<file path="config.mk">
export PLATFORM = sky130hd
export DESIGN_NAME = normalize_and_colormap_pixel
export DESIGN_NICKNAME = d
export VERILOG_FILES = /design/src/sv/nacm_pkg.sv /design/src/sv/nacm_norm.sv /design/src/sv/nacm_div.sv /design/src/sv/nacm_cmap.sv /design/src/sv/normalize_and_colormap_pixel.sv
export SDC_FILE = /design/constraint.sdc
export NUM_CORES = 2
export LEC_CHECK = 0
export BUFFER_PORTS_ARGS = -buffer_cell sky130_fd_sc_hd__buf_2
export CAP_MARGIN = 20
export CORE_MARGIN = 2
export CORE_UTILIZATION = 58
export CTS_CLUSTER_SIZE = 25
export DETAILED_ROUTE_END_ITERATION = 8
export PLACE_DENSITY = 0.77
export SYNTH_ARGS = -nofsm -noshare
export SYNTH_HDL_FRONTEND = slang
export SYNTH_HIERARCHICAL = 1
export SYNTH_SLANG_ARGS = --single-unit
</file>
<file path="constraint.sdc">
create_clock -name i_clk -period 50.6 [get_ports i_clk]
set_input_delay 12.65 -clock i_clk [delete_from_list [all_inputs] [get_ports i_clk]]
set_output_delay 12.65 -clock i_clk [all_outputs]
set_load 0.01 [all_outputs]
</file>
<file path="src/sv/nacm_pkg.sv">
// ----------------------------------------------------------------------------
// nacm_pkg: shared definitions for the normalize and colormap pixel pipeline
// Fixed-point widths, register map codes, stage payload types and the
// five-stop colormap table.
// ----------------------------------------------------------------------------
package nacm_pkg;

    // Fractional bits of the sample, the bounds and the normalized value.
    localparam int FRAC_BITS = 16;

    localparam int SAMPLE_W   = 24;              // sample and bound width
    localparam int DIFF_W     = SAMPLE_W + 1;    // sample - lower_bound
    localparam int RNG_W      = SAMPLE_W + 1;    // range and divider remainder
    localparam int V_W        = FRAC_BITS + 1;   // normalized value, Q1.FRAC_BITS
    localparam int CHAN_W     = 8;               // one color channel
    localparam int DELTA_W    = CHAN_W + 1;      // signed stop difference
    localparam int PROD_W     = DELTA_W + V_W + 1;
    localparam int ACC_W      = PROD_W;
    localparam int DIV_STAGES = FRAC_BITS;       // one quotient bit per stage
    localparam int GRAY_W     = V_W + CHAN_W;

    localparam logic [V_W-1:0] ONE  = {1'b1, {FRAC_BITS{1'b0}}};
    localparam logic [V_W-1:0] HALF = {2'b01, {(FRAC_BITS-1){1'b0}}};

    // Register map.
    localparam int PADDR_W   = 4;
    localparam int PDATA_W   = 32;
    localparam int REG_IDX_W = 2;
    localparam logic [REG_IDX_W-1:0] REG_LOWER = 2'd0;
    localparam logic [REG_IDX_W-1:0] REG_UPPER = 2'd1;
    localparam logic [REG_IDX_W-1:0] REG_GRAY  = 2'd2;

    typedef struct packed {
        logic [CHAN_W-1:0] r;
        logic [CHAN_W-1:0] g;
        logic [CHAN_W-1:0] b;
    } t_rgb;

    typedef struct packed {
        logic signed [DELTA_W-1:0] r;
        logic signed [DELTA_W-1:0] g;
        logic signed [DELTA_W-1:0] b;
    } t_delta;

    // Operands handed from the normalizer front end to the divider.
    typedef struct packed {
        logic [RNG_W-1:0] rem;
        logic [RNG_W-1:0] rng;
        logic             zero;   // sample at or below the lower bound
        logic             sat;    // sample at or beyond the full range
    } t_div_op;

    // Divider result: quotient plus the clamp flags.
    typedef struct packed {
        logic [FRAC_BITS-1:0] quo;
        logic                 zero;
        logic                 sat;
    } t_div_res;

    // Colormap stops, darkest first.
    function automatic t_rgb stop_rgb(input logic [2:0] idx);
        t_rgb c;
        unique case (idx)
            3'd0:    c = '{r: 8'd68,  g: 8'd1,   b: 8'd84};
            3'd1:    c = '{r: 8'd59,  g: 8'd82,  b: 8'd139};
            3'd2:    c = '{r: 8'd33,  g: 8'd145, b: 8'd140};
            3'd3:    c = '{r: 8'd94,  g: 8'd201, b: 8'd98};
            3'd4:    c = '{r: 8'd253, g: 8'd231, b: 8'd37};
            default: c = '0;
        endcase
        return c;
    endfunction

endpackage

</file>
<file path="src/sv/nacm_norm.sv">
// ----------------------------------------------------------------------------
// nacm_norm: normalizer front end
// Two stages: offset and range, then the clamp flags for the divider.
// ----------------------------------------------------------------------------
module nacm_norm (
    input  logic                             i_clk,
    input  logic                             i_rst_n,
    input  logic                             i_en,
    input  logic                             i_valid,
    input  logic [nacm_pkg::SAMPLE_W-1:0]    i_sample,
    input  logic [nacm_pkg::SAMPLE_W-1:0]    i_lower,
    input  logic [nacm_pkg::SAMPLE_W-1:0]    i_upper,
    output logic                             o_valid,
    output nacm_pkg::t_div_op                o_op
);

    logic                            r_vld1;
    logic [nacm_pkg::DIFF_W-1:0]     r_diff;
    logic [nacm_pkg::RNG_W-1:0]      r_rng;
    logic [nacm_pkg::DIFF_W-1:0]     n_diff;
    logic [nacm_pkg::RNG_W-1:0]      n_rng;
    logic                            r_vld2;
    nacm_pkg::t_div_op               r_op;
    nacm_pkg::t_div_op               n_op;

    // Stage 1: signed offset and the effective range.
    always_comb begin
        n_diff = {i_sample[nacm_pkg::SAMPLE_W-1], i_sample}
               - {i_lower[nacm_pkg::SAMPLE_W-1], i_lower};
        if ($signed(i_upper) > $signed(i_lower)) begin
            n_rng = {i_upper[nacm_pkg::SAMPLE_W-1], i_upper}
                  - {i_lower[nacm_pkg::SAMPLE_W-1], i_lower};
        end else begin
            n_rng = nacm_pkg::RNG_W'(nacm_pkg::ONE);
        end
    end

    // Stage 2: clamp flags. The remainder is meaningless when a flag is set.
    always_comb begin
        n_op.zero = r_diff[nacm_pkg::DIFF_W-1] || (r_diff == '0);
        n_op.sat  = !n_op.zero && (r_diff >= r_rng);
        n_op.rem  = r_diff;
        n_op.rng  = r_rng;
    end

    always_ff @(posedge i_clk) begin
        if (!i_rst_n) begin
            r_vld1 <= 1'b0;
            r_vld2 <= 1'b0;
        end else if (i_en) begin
            r_vld1 <= i_valid;
            r_vld2 <= r_vld1;
        end
    end

    always_ff @(posedge i_clk) begin
        if (i_en) begin
            r_diff <= n_diff;
            r_rng  <= n_rng;
            r_op   <= n_op;
        end
    end

    assign o_valid = r_vld2;
    assign o_op    = r_op;

endmodule

</file>
<file path="src/sv/nacm_div.sv">
// ----------------------------------------------------------------------------
// nacm_div: pipelined restoring divider
// Produces floor(rem * 2^FRAC_BITS / rng) for rem < rng, one quotient bit
// per register stage.
// ----------------------------------------------------------------------------
module nacm_div (
    input  logic                 i_clk,
    input  logic                 i_rst_n,
    input  logic                 i_en,
    input  logic                 i_valid,
    input  nacm_pkg::t_div_op    i_op,
    output logic                 o_valid,
    output nacm_pkg::t_div_res   o_res
);

    localparam int N = nacm_pkg::DIV_STAGES;

    logic                             r_vld  [N];
    logic [nacm_pkg::RNG_W-1:0]       r_rem  [N];
    logic [nacm_pkg::RNG_W-1:0]       r_rng  [N];
    logic [nacm_pkg::FRAC_BITS-1:0]   r_quo  [N];
    logic                             r_zero [N];
    logic                             r_sat  [N];

    for (genvar k = 0; k < N; k++) begin : g_stage
        logic                             w_vld_in;
        logic [nacm_pkg::RNG_W-1:0]       w_rem_in;
        logic [nacm_pkg::RNG_W-1:0]       w_rng_in;
        logic [nacm_pkg::FRAC_BITS-1:0]   w_quo_in;
        logic                             w_zero_in;
        logic                             w_sat_in;
        logic [nacm_pkg::RNG_W:0]         w_shift;
        logic                             w_bit;
        logic [nacm_pkg::RNG_W-1:0]       n_rem;
        logic [nacm_pkg::FRAC_BITS-1:0]   n_quo;

        if (k == 0) begin : g_first
            assign w_vld_in  = i_valid;
            assign w_rem_in  = i_op.rem;
            assign w_rng_in  = i_op.rng;
            assign w_quo_in  = '0;
            assign w_zero_in = i_op.zero;
            assign w_sat_in  = i_op.sat;
        end else begin : g_next
            assign w_vld_in  = r_vld[k-1];
            assign w_rem_in  = r_rem[k-1];
            assign w_rng_in  = r_rng[k-1];
            assign w_quo_in  = r_quo[k-1];
            assign w_zero_in = r_zero[k-1];
            assign w_sat_in  = r_sat[k-1];
        end

        always_comb begin
            w_shift = {w_rem_in, 1'b0};
            w_bit   = (w_shift >= {1'b0, w_rng_in});
            if (w_bit) begin
                n_rem = nacm_pkg::RNG_W'(w_shift - {1'b0, w_rng_in});
            end else begin
                n_rem = w_shift[nacm_pkg::RNG_W-1:0];
            end
            n_quo = {w_quo_in[nacm_pkg::FRAC_BITS-2:0], w_bit};
        end

        always_ff @(posedge i_clk) begin
            if (!i_rst_n) begin
                r_vld[k] <= 1'b0;
            end else if (i_en) begin
                r_vld[k] <= w_vld_in;
            end
        end

        always_ff @(posedge i_clk) begin
            if (i_en) begin
                r_rem[k]  <= n_rem;
                r_rng[k]  <= w_rng_in;
                r_quo[k]  <= n_quo;
                r_zero[k] <= w_zero_in;
                r_sat[k]  <= w_sat_in;
            end
        end
    end

    assign o_valid    = r_vld[N-1];
    assign o_res.quo  = r_quo[N-1];
    assign o_res.zero = r_zero[N-1];
    assign o_res.sat  = r_sat[N-1];

endmodule

</file>
<file path="src/sv/nacm_cmap.sv">
// ----------------------------------------------------------------------------
// nacm_cmap: colormap stages
// Segment select and stop lookup, then the interpolation multiply; the final
// rounding add is left combinational for the output register.
// ----------------------------------------------------------------------------
module nacm_cmap (
    input  logic                 i_clk,
    input  logic                 i_rst_n,
    input  logic                 i_en,
    input  logic                 i_valid,
    input  nacm_pkg::t_div_res   i_res,
    input  logic                 i_gray,
    output logic                 o_valid,
    output nacm_pkg::t_rgb       o_rgb
);

    // Rounds a*2^F + prod + 2^(F-1) down to one channel byte.
    function automatic logic [nacm_pkg::CHAN_W-1:0] lerp_finish(
        input logic [nacm_pkg::CHAN_W-1:0] a,
        input logic [nacm_pkg::PROD_W-1:0] prod
    );
        logic [nacm_pkg::ACC_W-1:0] acc;
        acc = {{(nacm_pkg::ACC_W-nacm_pkg::CHAN_W-nacm_pkg::FRAC_BITS){1'b0}},
               a, {nacm_pkg::FRAC_BITS{1'b0}}}
            + prod
            + {{(nacm_pkg::ACC_W-nacm_pkg::V_W){1'b0}}, nacm_pkg::HALF};
        if (acc[nacm_pkg::ACC_W-1]) begin
            return '0;
        end
        return acc[nacm_pkg::FRAC_BITS+nacm_pkg::CHAN_W-1:nacm_pkg::FRAC_BITS];
    endfunction

    logic [nacm_pkg::V_W-1:0]      w_v;
    logic [nacm_pkg::GRAY_W-1:0]   w_gray_acc;
    logic [2:0]                    w_seg_raw;
    logic [1:0]                    w_seg;
    logic [nacm_pkg::V_W+1:0]      w_t_wide;
    nacm_pkg::t_rgb                w_a;
    nacm_pkg::t_rgb                w_b;
    nacm_pkg::t_delta              n_delta;

    logic                          r_vld_a;
    nacm_pkg::t_rgb                r_a_a;
    nacm_pkg::t_delta              r_delta;
    logic [nacm_pkg::V_W-1:0]      r_t;
    logic [nacm_pkg::CHAN_W-1:0]   r_gray_a;
    logic                          r_gsel_a;

    logic [nacm_pkg::PROD_W-1:0]   n_prod_r;
    logic [nacm_pkg::PROD_W-1:0]   n_prod_g;
    logic [nacm_pkg::PROD_W-1:0]   n_prod_b;
    logic                          r_vld_b;
    nacm_pkg::t_rgb                r_a_b;
    logic [nacm_pkg::PROD_W-1:0]   r_prod_r;
    logic [nacm_pkg::PROD_W-1:0]   r_prod_g;
    logic [nacm_pkg::PROD_W-1:0]   r_prod_b;
    logic [nacm_pkg::CHAN_W-1:0]   r_gray_b;
    logic                          r_gsel_b;

    // Stage A: clamp, gray value, segment and stop lookup.
    always_comb begin
        if (i_res.zero) begin
            w_v = '0;
        end else if (i_res.sat) begin
            w_v = nacm_pkg::ONE;
        end else begin
            w_v = {1'b0, i_res.quo};
        end
        w_gray_acc = {w_v, {nacm_pkg::CHAN_W{1'b0}}}
                   - {{nacm_pkg::CHAN_W{1'b0}}, w_v}
                   + {{nacm_pkg::CHAN_W{1'b0}}, nacm_pkg::HALF};
        w_seg_raw = w_v[nacm_pkg::FRAC_BITS:nacm_pkg::FRAC_BITS-2];
        w_seg     = w_seg_raw[2] ? 2'd3 : w_seg_raw[1:0];
        w_t_wide  = {w_v, 2'b00} - {1'b0, w_seg, {nacm_pkg::FRAC_BITS{1'b0}}};
        w_a       = nacm_pkg::stop_rgb({1'b0, w_seg});
        w_b       = nacm_pkg::stop_rgb({1'b0, w_seg} + 3'd1);
        n_delta.r = $signed({1'b0, w_b.r}) - $signed({1'b0, w_a.r});
        n_delta.g = $signed({1'b0, w_b.g}) - $signed({1'b0, w_a.g});
        n_delta.b = $signed({1'b0, w_b.b}) - $signed({1'b0, w_a.b});
    end

    // Stage B: one signed multiply per channel.
    always_comb begin
        n_prod_r = r_delta.r * $signed({1'b0, r_t});
        n_prod_g = r_delta.g * $signed({1'b0, r_t});
        n_prod_b = r_delta.b * $signed({1'b0, r_t});
    end

    always_ff @(posedge i_clk) begin
        if (!i_rst_n) begin
            r_vld_a <= 1'b0;
            r_vld_b <= 1'b0;
        end else if (i_en) begin
            r_vld_a <= i_valid;
            r_vld_b <= r_vld_a;
        end
    end

    always_ff @(posedge i_clk) begin
        if (i_en) begin
            r_a_a    <= w_a;
            r_delta  <= n_delta;
            r_t      <= w_t_wide[nacm_pkg::V_W-1:0];
            r_gray_a <= w_gray_acc[nacm_pkg::FRAC_BITS+nacm_pkg::CHAN_W-1:nacm_pkg::FRAC_BITS];
            r_gsel_a <= i_gray;
            r_a_b    <= r_a_a;
            r_prod_r <= n_prod_r;
            r_prod_g <= n_prod_g;
            r_prod_b <= n_prod_b;
            r_gray_b <= r_gray_a;
            r_gsel_b <= r_gsel_a;
        end
    end

    always_comb begin
        if (r_gsel_b) begin
            o_rgb = '{r: r_gray_b, g: r_gray_b, b: r_gray_b};
        end else begin
            o_rgb.r = lerp_finish(r_a_b.r, r_prod_r);
            o_rgb.g = lerp_finish(r_a_b.g, r_prod_g);
            o_rgb.b = lerp_finish(r_a_b.b, r_prod_b);
        end
    end

    assign o_valid = r_vld_b;

endmodule

</file>
<file path="src/sv/normalize_and_colormap_pixel.sv">
// Path from input to o_out_valid: norm, FRAC_BITS divider, cmap and output registers.
// Throughput: one sample per cycle; the divider takes one quotient bit per pipeline stage,
// so its FRAC_BITS stages set the depth but not the rate.
// A stall on the output channel holds every stage; o_in_ready follows the output register.
// Reset (i_rst_n low at a clock edge) clears all valid bits and loads the bounds to 0.0 and
// 1.0 and selects the viridis map; payload registers are not reset.
// ----------------------------------------------------------------------------
// normalize_and_colormap_pixel: scalar sample to RGB pixel
// Normalizes a signed Q8.16 sample against the configured bounds, clamps it
// to [0,1] and maps it either to gray or through a five-stop colormap.
// ----------------------------------------------------------------------------
module normalize_and_colormap_pixel (
    input  logic                            i_clk,
    input  logic                            i_rst_n,
    // Sample channel.
    input  logic                            i_in_valid,
    output logic                            o_in_ready,
    input  logic [nacm_pkg::SAMPLE_W-1:0]   i_sample,
    // Pixel channel.
    output logic                            o_out_valid,
    input  logic                            i_out_ready,
    output logic [nacm_pkg::CHAN_W-1:0]     o_red,
    output logic [nacm_pkg::CHAN_W-1:0]     o_green,
    output logic [nacm_pkg::CHAN_W-1:0]     o_blue,
    // Configuration port.
    input  logic                            psel,
    input  logic                            penable,
    input  logic                            pwrite,
    input  logic [nacm_pkg::PADDR_W-1:0]    paddr,
    input  logic [nacm_pkg::PDATA_W-1:0]    pwdata,
    output logic [nacm_pkg::PDATA_W-1:0]    prdata,
    output logic                            pready
);

    // Configuration registers. The user must change them only while the pipeline is empty
    // and the block does not enforce this. The bounds are read directly, not carried.
    logic [nacm_pkg::SAMPLE_W-1:0]      r_lower_bound;
    logic [nacm_pkg::SAMPLE_W-1:0]      r_upper_bound;
    logic                               r_gray_select;
    logic                               w_cfg_write;
    logic [nacm_pkg::REG_IDX_W-1:0]     w_reg_idx;

    // Pipeline control: the whole pipe moves when the output register can
    // take a new value, that is when it is empty or being drained.
    logic                               w_adv;
    logic                               w_norm_valid;
    nacm_pkg::t_div_op                  w_div_op;
    logic                               w_div_valid;
    nacm_pkg::t_div_res                 w_div_res;
    logic                               w_cmap_valid;
    nacm_pkg::t_rgb                     w_cmap_rgb;
    logic                               r_out_valid;
    nacm_pkg::t_rgb                     r_out_rgb;

    assign pready      = 1'b1;
    assign w_reg_idx   = paddr[nacm_pkg::PADDR_W-1:2];
    assign w_cfg_write = psel && penable && pwrite && pready;

    always_ff @(posedge i_clk) begin
        if (!i_rst_n) begin
            r_lower_bound <= '0;
            r_upper_bound <= nacm_pkg::SAMPLE_W'(nacm_pkg::ONE);
            r_gray_select <= 1'b0;
        end else if (w_cfg_write) begin
            unique case (w_reg_idx)
                nacm_pkg::REG_LOWER: r_lower_bound <= pwdata[nacm_pkg::SAMPLE_W-1:0];
                nacm_pkg::REG_UPPER: r_upper_bound <= pwdata[nacm_pkg::SAMPLE_W-1:0];
                nacm_pkg::REG_GRAY:  r_gray_select <= pwdata[0];
                default: ;
            endcase
        end
    end

    // Read data is returned zero-extended; addresses past the map read zero.
    always_comb begin
        unique case (w_reg_idx)
            nacm_pkg::REG_LOWER:
                prdata = {{(nacm_pkg::PDATA_W-nacm_pkg::SAMPLE_W){1'b0}}, r_lower_bound};
            nacm_pkg::REG_UPPER:
                prdata = {{(nacm_pkg::PDATA_W-nacm_pkg::SAMPLE_W){1'b0}}, r_upper_bound};
            nacm_pkg::REG_GRAY:
                prdata = {{(nacm_pkg::PDATA_W-1){1'b0}}, r_gray_select};
            default:
                prdata = '0;
        endcase
    end

    assign w_adv      = !r_out_valid || i_out_ready;
    assign o_in_ready = w_adv;

    // Offset, range and clamp flags.
    nacm_norm u_norm (
        .i_clk    (i_clk),
        .i_rst_n  (i_rst_n),
        .i_en     (w_adv),
        .i_valid  (i_in_valid),
        .i_sample (i_sample),
        .i_lower  (r_lower_bound),
        .i_upper  (r_upper_bound),
        .o_valid  (w_norm_valid),
        .o_op     (w_div_op)
    );

    // Fractional quotient, one bit per stage.
    nacm_div u_div (
        .i_clk   (i_clk),
        .i_rst_n (i_rst_n),
        .i_en    (w_adv),
        .i_valid (w_norm_valid),
        .i_op    (w_div_op),
        .o_valid (w_div_valid),
        .o_res   (w_div_res)
    );

    // Gray or colormap interpolation.
    nacm_cmap u_cmap (
        .i_clk   (i_clk),
        .i_rst_n (i_rst_n),
        .i_en    (w_adv),
        .i_valid (w_div_valid),
        .i_res   (w_div_res),
        .i_gray  (r_gray_select),
        .o_valid (w_cmap_valid),
        .o_rgb   (w_cmap_rgb)
    );

    // Output register. It holds a finished pixel while the consumer stalls,
    // and the rounding add of the interpolation lands here.
    always_ff @(posedge i_clk) begin
        if (!i_rst_n) begin
            r_out_valid <= 1'b0;
        end else if (w_adv) begin
            r_out_valid <= w_cmap_valid;
        end
    end

    always_ff @(posedge i_clk) begin
        if (w_adv) begin
            r_out_rgb <= w_cmap_rgb;
        end
    end

    assign o_out_valid = r_out_valid;
    assign o_red       = r_out_rgb.r;
    assign o_green     = r_out_rgb.g;
    assign o_blue      = r_out_rgb.b;

endmodule

</file>
-- Word-level counts from Yosys, hierarchy flattened
Memories as Yosys holds them, arrays and structs flattened. A register that Yosys moved wholly into a read port is not among the register bits.
Index checks and enable logic that the tools add are counted.
- bits in registers: 370
- memory bits (writable): 1104
- input port bits: 67
- output and inout port bits: 59
- word-level logic and storage cells: 187
- memories kept: 6
- $add $sub $neg: 31
- multipliers: 3
- order comparisons: 18
- equality and inequality tests: 9
- muxes and demuxes: 56
- bitwise logic cells: 16
- reductions and logical operators: 15
- memory list (name ; depth ; bits a word ; rd ports ; clocked after memory_dff ; write ports ; line ; text):
    u_div.r_rem ; 16 ; 25 ; 15 ; 0 ; 16 ; nacm_div.sv:19 ; logic [nacm_pkg::RNG_W-1:0] r_rem [N];
    u_div.r_rng ; 16 ; 25 ; 15 ; 0 ; 16 ; nacm_div.sv:20 ; logic [nacm_pkg::RNG_W-1:0] r_rng [N];
    u_div.r_quo ; 16 ; 16 ; 16 ; 0 ; 16 ; nacm_div.sv:21 ; logic [nacm_pkg::FRAC_BITS-1:0] r_quo [N];
    u_div.r_sat ; 16 ; 1 ; 16 ; 0 ; 16 ; nacm_div.sv:23 ; logic r_sat [N];
    u_div.r_vld ; 16 ; 1 ; 16 ; 1 ; 16 ; nacm_div.sv:18 ; logic r_vld [N];
    u_div.r_zero ; 16 ; 1 ; 16 ; 0 ; 16 ; nacm_div.sv:22 ; logic r_zero [N];
- operators with widths (operator ; number):
    26-bit by 25-bit greater-or-equal comparator with 1-bit output ; 16
    25-bit 2-to-1 mux ; 16
    25-bit subtractor ; 16
    24-bit case mux with 5 select lines ; 1
    24-bit case mux with 4 select lines ; 1
    24-bit by 27-bit adder with 27-bit output ; 3
    27-bit by 16-bit adder with 27-bit output, second input constant ; 3
    9-bit by 18-bit multiplier with 27-bit output ; 3
    24-bit case mux with 3 select lines ; 1
    24-bit by 24-bit subtractor with 25-bit output ; 2
    8-bit 2-to-1 mux ; 6
    17-bit 2-to-1 mux ; 2
    1-bit 2-to-1 mux ; 27
    8-bit by 8-bit subtractor with 9-bit output ; 3
    25-bit greater-or-equal comparator ; 1
    25-bit logical NOT ; 1
    24-bit by 16-bit adder with 24-bit output, second input constant ; 1
    24-bit greater-than comparator ; 1
    24-bit 2-to-1 mux ; 1
    24-bit by 17-bit subtractor with 24-bit output ; 1
    17-bit subtractor ; 1
    1-bit OR ; 16
    2-bit == test, second input constant ; 3
    3-bit by 2-bit == test with 1-bit output, second input constant ; 2
    other kinds (11) ; 20

-- Logic depth before layout (Yosys ltp)
An unclocked memory read counts as a cell.
- depth in word-level cells: 8
- depth in mapped cells: 21
- mapped depth without buffers: 19

-- Cells and area by module
Netlist, hierarchy kept.
- by module, submodules not included (module ; times used ; cells an instance ; area each (µm²) ; sequential area each (µm²)):
    nacm_div ; 1 ; 4497 ; 52067.4 ; 28036.9
    nacm_cmap ; 1 ; 1612 ; 16285.6 ; 2862.7
    nacm_norm ; 1 ; 592 ; 6466.2 ; 3103.0
    normalize_and_colormap_pixel ; 1 ; 285 ; 3067.9 ; 1721.7

-- Worst setup path after synthesis
No wires, ideal clock.
- path type: input-to-output
- start: in i_out_ready
- end: out o_in_ready
- arrival: 40.026 ns
- data required time: 37.950 ns
- slack: -2.076 ns
- stages on the path: 1
- buffers on the path: 0
- path through: nand2b_1
- cells in the longest elaborated chain, start to end: 1
- RTL lines (what ; line ; text):
    start: declaration ; normalize_and_colormap_pixel.sv:21 ; input logic i_out_ready,
    1-bit logical OR ; normalize_and_colormap_pixel.sv:88 ; assign w_adv = !r_out_valid || i_out_ready;
    end: declaration ; normalize_and_colormap_pixel.sv:17 ; output logic o_in_ready,
Every way passes these cells.

-- Worst setup path after layout
- start: in paddr[2] in the netlist's numbering
- end: out prdata[0] in the netlist's numbering
- cells in the longest elaborated chain, start to end: 2
- elaborated cells on any way between the ends: 4
- those cells by class: 2 x eq/ne; 1 x mux; 1 x reduce/logical
- RTL lines (what ; line ; text):
    start: declaration ; normalize_and_colormap_pixel.sv:29 ; input logic [nacm_pkg::PADDR_W-1:0] paddr,
    2-bit == test, or another cell as far along ; normalize_and_colormap_pixel.sv:76 ; unique case (w_reg_idx)
    24-bit case mux with 3 select lines * ; normalize_and_colormap_pixel.sv:76 ;
    end: declaration ; normalize_and_colormap_pixel.sv:31 ; output logic [nacm_pkg::PDATA_W-1:0] prdata,
Mark *: on every way between the ends. The rest lies on a longest branch, timed or not.

==> qor_table.md <==
| Result | Reported | Unit |
|---|---|---|
| Final period util | 52.37 | % |
| Endpoint class of the critical path | output port | - |
| Worst slew margin relative to its limit | 24.02 | % |
| Width of the chip | 370.5 | um |
| Number of hold buffers added after cts | 0 | - |
| Overall Global Routing Usage | 25.20 | % |
| Delay of the slowest cell on the worst path | 660 | ps |
| Number of post-CTS setup repair buffers | 0 | - |
| Share of synthesized flip-flops with an asynchronous set or reset | 0 | % |
| Startpoint type of the worst setup path | input port | - |
| Total Nets Final | 8174 | - |
| Number of synthesis warnings | 6 | - |
| Critical Path Slowest Stage Cell | sky130_fd_sc_hd__buf_2 | - |
| Post-CTS clock slew at the launch and capture registers of the worst setup and hold paths | 60 | ps |
| Post-route setup slack | 24100 | ps |
| Clock buffers created by TritonCTS | 132 | - |
| Family with the most delay on the worst path | buffers and inverters | - |
| Portion of the post-synthesis area used by sequential elements | 45.87 | % |
| Initial core utilization | 58.43 | % |
| Fraction of final layout cells with drive strength greater than 1 | 8.310 | % |
| Kind of critical path | in -> out | - |
| Setup repair after global routing missed its margin | false | - |
| Post-synthesis register bit count | 1208 | - |
| Gr ovfl total | 0 | - |
| Most used flip-flop cell after synthesis | sky130_fd_sc_hd__edfxtp_1 | - |
| Sink count of the clock tree | 1208 | - |
| Vias | 52500 | - |
| H-tree level count | 4 | - |
| Routed length per placed instance | 19.19 | um |
| Outcome | complete, no violations | - |
| Final setup skew | 62.18 | ps |
| Initial antenna violation count | 2 | - |
| Post-DP HPWL | 130000 | um |
| Cell seen most often among critical-path stages | sky130_fd_sc_hd__buf_2 | - |
| Post-Place Worst Slack | 24100 | ps |
| Count of unique library cells instantiated by Yosys | 100 | - |
| Summed instance area of the synthesized netlist | 77890 | um2 |
| Full die area | 137200 | um2 |
| CTS tree | built | - |
| Cell with the most instances after synthesis | sky130_fd_sc_hd__edfxtp_1 | - |
| Total Negative Setup Slacks | 0 | ps |
| Ranking of synthesized cells by instance count | sky130_fd_sc_hd__edfxtp_1 (1153), sky130_fd_sc_hd__inv_1 (868), sky130_fd_sc_hd__ha_1 (729) | - |
| DR pass1 iterations | 8 | - |
| RD Place Congestion | 0.9490 | - |
| Number of nets still failing antenna checks after routing | 0 | - |
| Root buffer selected by CTS | sky130_fd_sc_hd__clkbuf_16 | - |
| Arrival time at the worst endpoint | 13850 | ps |
| Count of instances resized after the clock tree is built | 0 | - |
| Hold violation count in the final report | 0 | - |
| Count of buffer and inverter cells on the critical path | 2 | - |
| Final max-slew violation count | 0 | - |
| Highest Clock Rate | 37.74 | MHz |
| Average cell area after synthesis | 11.15 | um2 |
| Maximum number of pins on one net before global-route repair | 174 | - |
| Chip height | 370.5 | um |
| Largest buffer count on any clock path | 3 | - |
| Drc violations | 0 | - |
| Crit-path cells | buf_2 > mux2i_1 > o21ai_0 > buf_2 | - |
| Synth top area cells | sky130_fd_sc_hd__edfxtp_1 (44%), sky130_fd_sc_hd__ha_1 (12%), sky130_fd_sc_hd__fa_1 (7.1%) | - |
| Clock latency at the later pin of the worst-skew pair | 780 | ps |
| Per-cell via count in the routed design | 5.848 | - |
| Final wirelength | 172300 | um |
| Worst-path maximum fanout | 27 | - |
| Class of the worst hold path | reg -> reg | - |
| # IOs | 126 | - |
| Core region area | 133300 | um2 |
| Global-route wire length before repair | 274600 | um |
| Yosys top cell by area | sky130_fd_sc_hd__edfxtp_1 | - |
| Required time of the critical path | 37950 | ps |
| Number of port buffers | 106 | - |
| EDFF count, synth | 1153 | - |
| Slew at the pin with the worst max-slew slack | 1131 | ps |
| Share of the synthesized area in the top cell type | 44.45 | % |
| Iter 0 DRT Violations | 3862 | - |
| Number of max-cap violations | 0 | - |
| Mapped Cells | 6986 | - |
| Vias in the first global route | 52480 | - |
| Setup violation total in the final timing report | 0 | - |
| Fin crit period | 26500 | ps |
| Total number of placement rows | 134 | - |
| Area added between synthesis and finish | 8.900 | % |
-- cell usage in the layout, fill, tap and decap left out, types with 17 or more instances in the layout --
master and count:
sky130_fd_sc_hd__a21oi_1 441, sky130_fd_sc_hd__dfxtp_1 55, sky130_fd_sc_hd__a21o_1 202, sky130_fd_sc_hd__nor2b_1 93, sky130_fd_sc_hd__inv_1 868, sky130_fd_sc_hd__edfxtp_1 1153
sky130_fd_sc_hd__nand2_1 489, sky130_fd_sc_hd__a211oi_1 34, sky130_fd_sc_hd__buf_4 31, sky130_fd_sc_hd__clkbuf_16 133, sky130_fd_sc_hd__mux2_4 17, sky130_fd_sc_hd__mux2_2 161
sky130_fd_sc_hd__and2_1 111, sky130_fd_sc_hd__xor2_1 141, sky130_fd_sc_hd__clkbuf_1 26, sky130_fd_sc_hd__nand3_1 96, sky130_fd_sc_hd__a31oi_1 53, sky130_fd_sc_hd__o31ai_1 25
sky130_fd_sc_hd__o31a_1 19, sky130_fd_sc_hd__o21bai_1 43, sky130_fd_sc_hd__or3_1 23, sky130_fd_sc_hd__fa_1 275, sky130_fd_sc_hd__buf_2 106, sky130_fd_sc_hd__o211ai_1 38
sky130_fd_sc_hd__a211o_1 18, sky130_fd_sc_hd__or2_2 20, sky130_fd_sc_hd__nor4_1 34, sky130_fd_sc_hd__o21ai_0 288, sky130_fd_sc_hd__mux2i_1 90, sky130_fd_sc_hd__nand2b_1 80
sky130_fd_sc_hd__ha_1 729, sky130_fd_sc_hd__nor2_1 424, sky130_fd_sc_hd__nor3_1 81, sky130_fd_sc_hd__o21a_1 70, sky130_fd_sc_hd__nand4_1 76, sky130_fd_sc_hd__xnor2_1 251
sky130_fd_sc_hd__and3_1 58, sky130_fd_sc_hd__clkinv_2 21, sky130_fd_sc_hd__bufinv_16 19
-- routing by layer --
metal	vias to the layer above	share of wire, %	track usage (%)
li1	25020	-	-
met1	25650	40	30.49
met2	1425	51	44.77
met3	405	4.6	3.444
met4	0	4.3	11.19
met5	-	0	0
-- flip-flops by register name (all words and copies together), names as in the netlist, 12 cells and up --
name             count
u_norm/r_rng        25
u_cmap/r_t          15
u_div/r_zero        16
u_div/r_vld         16
u_cmap/r_prod_r     12
u_div/r_sat         16
u_cmap/r_prod_b     12
r_upper_bound       24
u_norm/r_diff       25
u_div/r_quo        136
r_lower_bound       24
u_norm/o_op         52
u_div/r_rem        375
u_div/r_rng        375
u_cmap/r_prod_g     12
-- worst reg2reg max path, stage by stage (launching register included) --
cell,delay (ps)
sky130_fd_sc_hd__edfxtp_1,960
sky130_fd_sc_hd__inv_1,610
sky130_fd_sc_hd__nor2_1,300
sky130_fd_sc_hd__fa_1,460
sky130_fd_sc_hd__fa_1,530
sky130_fd_sc_hd__fa_1,540
sky130_fd_sc_hd__fa_1,520
sky130_fd_sc_hd__ha_1,310
sky130_fd_sc_hd__ha_1,310
sky130_fd_sc_hd__nand4_1,110
sky130_fd_sc_hd__or4_4,520
sky130_fd_sc_hd__a21oi_1,280
sky130_fd_sc_hd__o2111ai_1,230
sky130_fd_sc_hd__a21boi_1,360
sky130_fd_sc_hd__nor2_1,120
sky130_fd_sc_hd__o31ai_1,400
-- path summary, 6_finish.rpt --
path,startpoint,endpoint,slack (ps),depth (start not counted)
worst min register to register,u_div/r_quo[1][106],u_div/r_quo[1][123],400,0
worst max-delay path,paddr[2],prdata[0],24100,4
worst max register to register,u_cmap/r_delta[24],u_cmap/r_prod_r[20],43800,15
worst min-delay path,u_div/r_quo[1][106],u_div/r_quo[1][123],400,0
-- layout make-up --
cell class | count | area [um2]
timing repair buffer | 140 | 822.0
fill | 9968 | 48470
clock buffer | 160 | 3440
antenna | 1 | 2.502
sequential | 1208 | 35720
multi-input combinational | 4750 | 38220
tap | 1768 | 2212
clock inverter | 79 | 1125
inverter | 871 | 3269
-- logic make-up (layout without fill, tap and decap cells) --
family / after synthesis / in the layout / synth area share, %
other cells: 4 / 17 / 0.01927
buf+inv: 1040 / 1250 / 5.186
xor+xnor: 392 / 392 / 4.408
compound gates: 1417 / 1417 / 11.63
fa+ha+maj: 1004 / 1004 / 18.78
flops: 1208 / 1208 / 45.87
mux: 274 / 274 / 3.899
simple gates: 1647 / 1647 / 10.22
-- per-stage QoR --
step / cell area [um2] / util (%) / hold slack, ps / std cells
3_3_place_gp: 80210 / 60.18 / 400.2 / 8735
3_5_place_dp: 80240 / 60.20 / 404.5 / 8736
2_1_floorplan: 77930 / - / 400.3 / 6998
5_1_grt: 84820 / 63.63 / 408.0 / 8977
4_1_cts: 84810 / 63.62 / 406.7 / 8975
6_report: 84820 / 63.63 / 398.2 / 8977
Power is left out: the tool's default activity adds up to more than one toggle a clock period on the data nets, which glitch-free logic cannot reach.
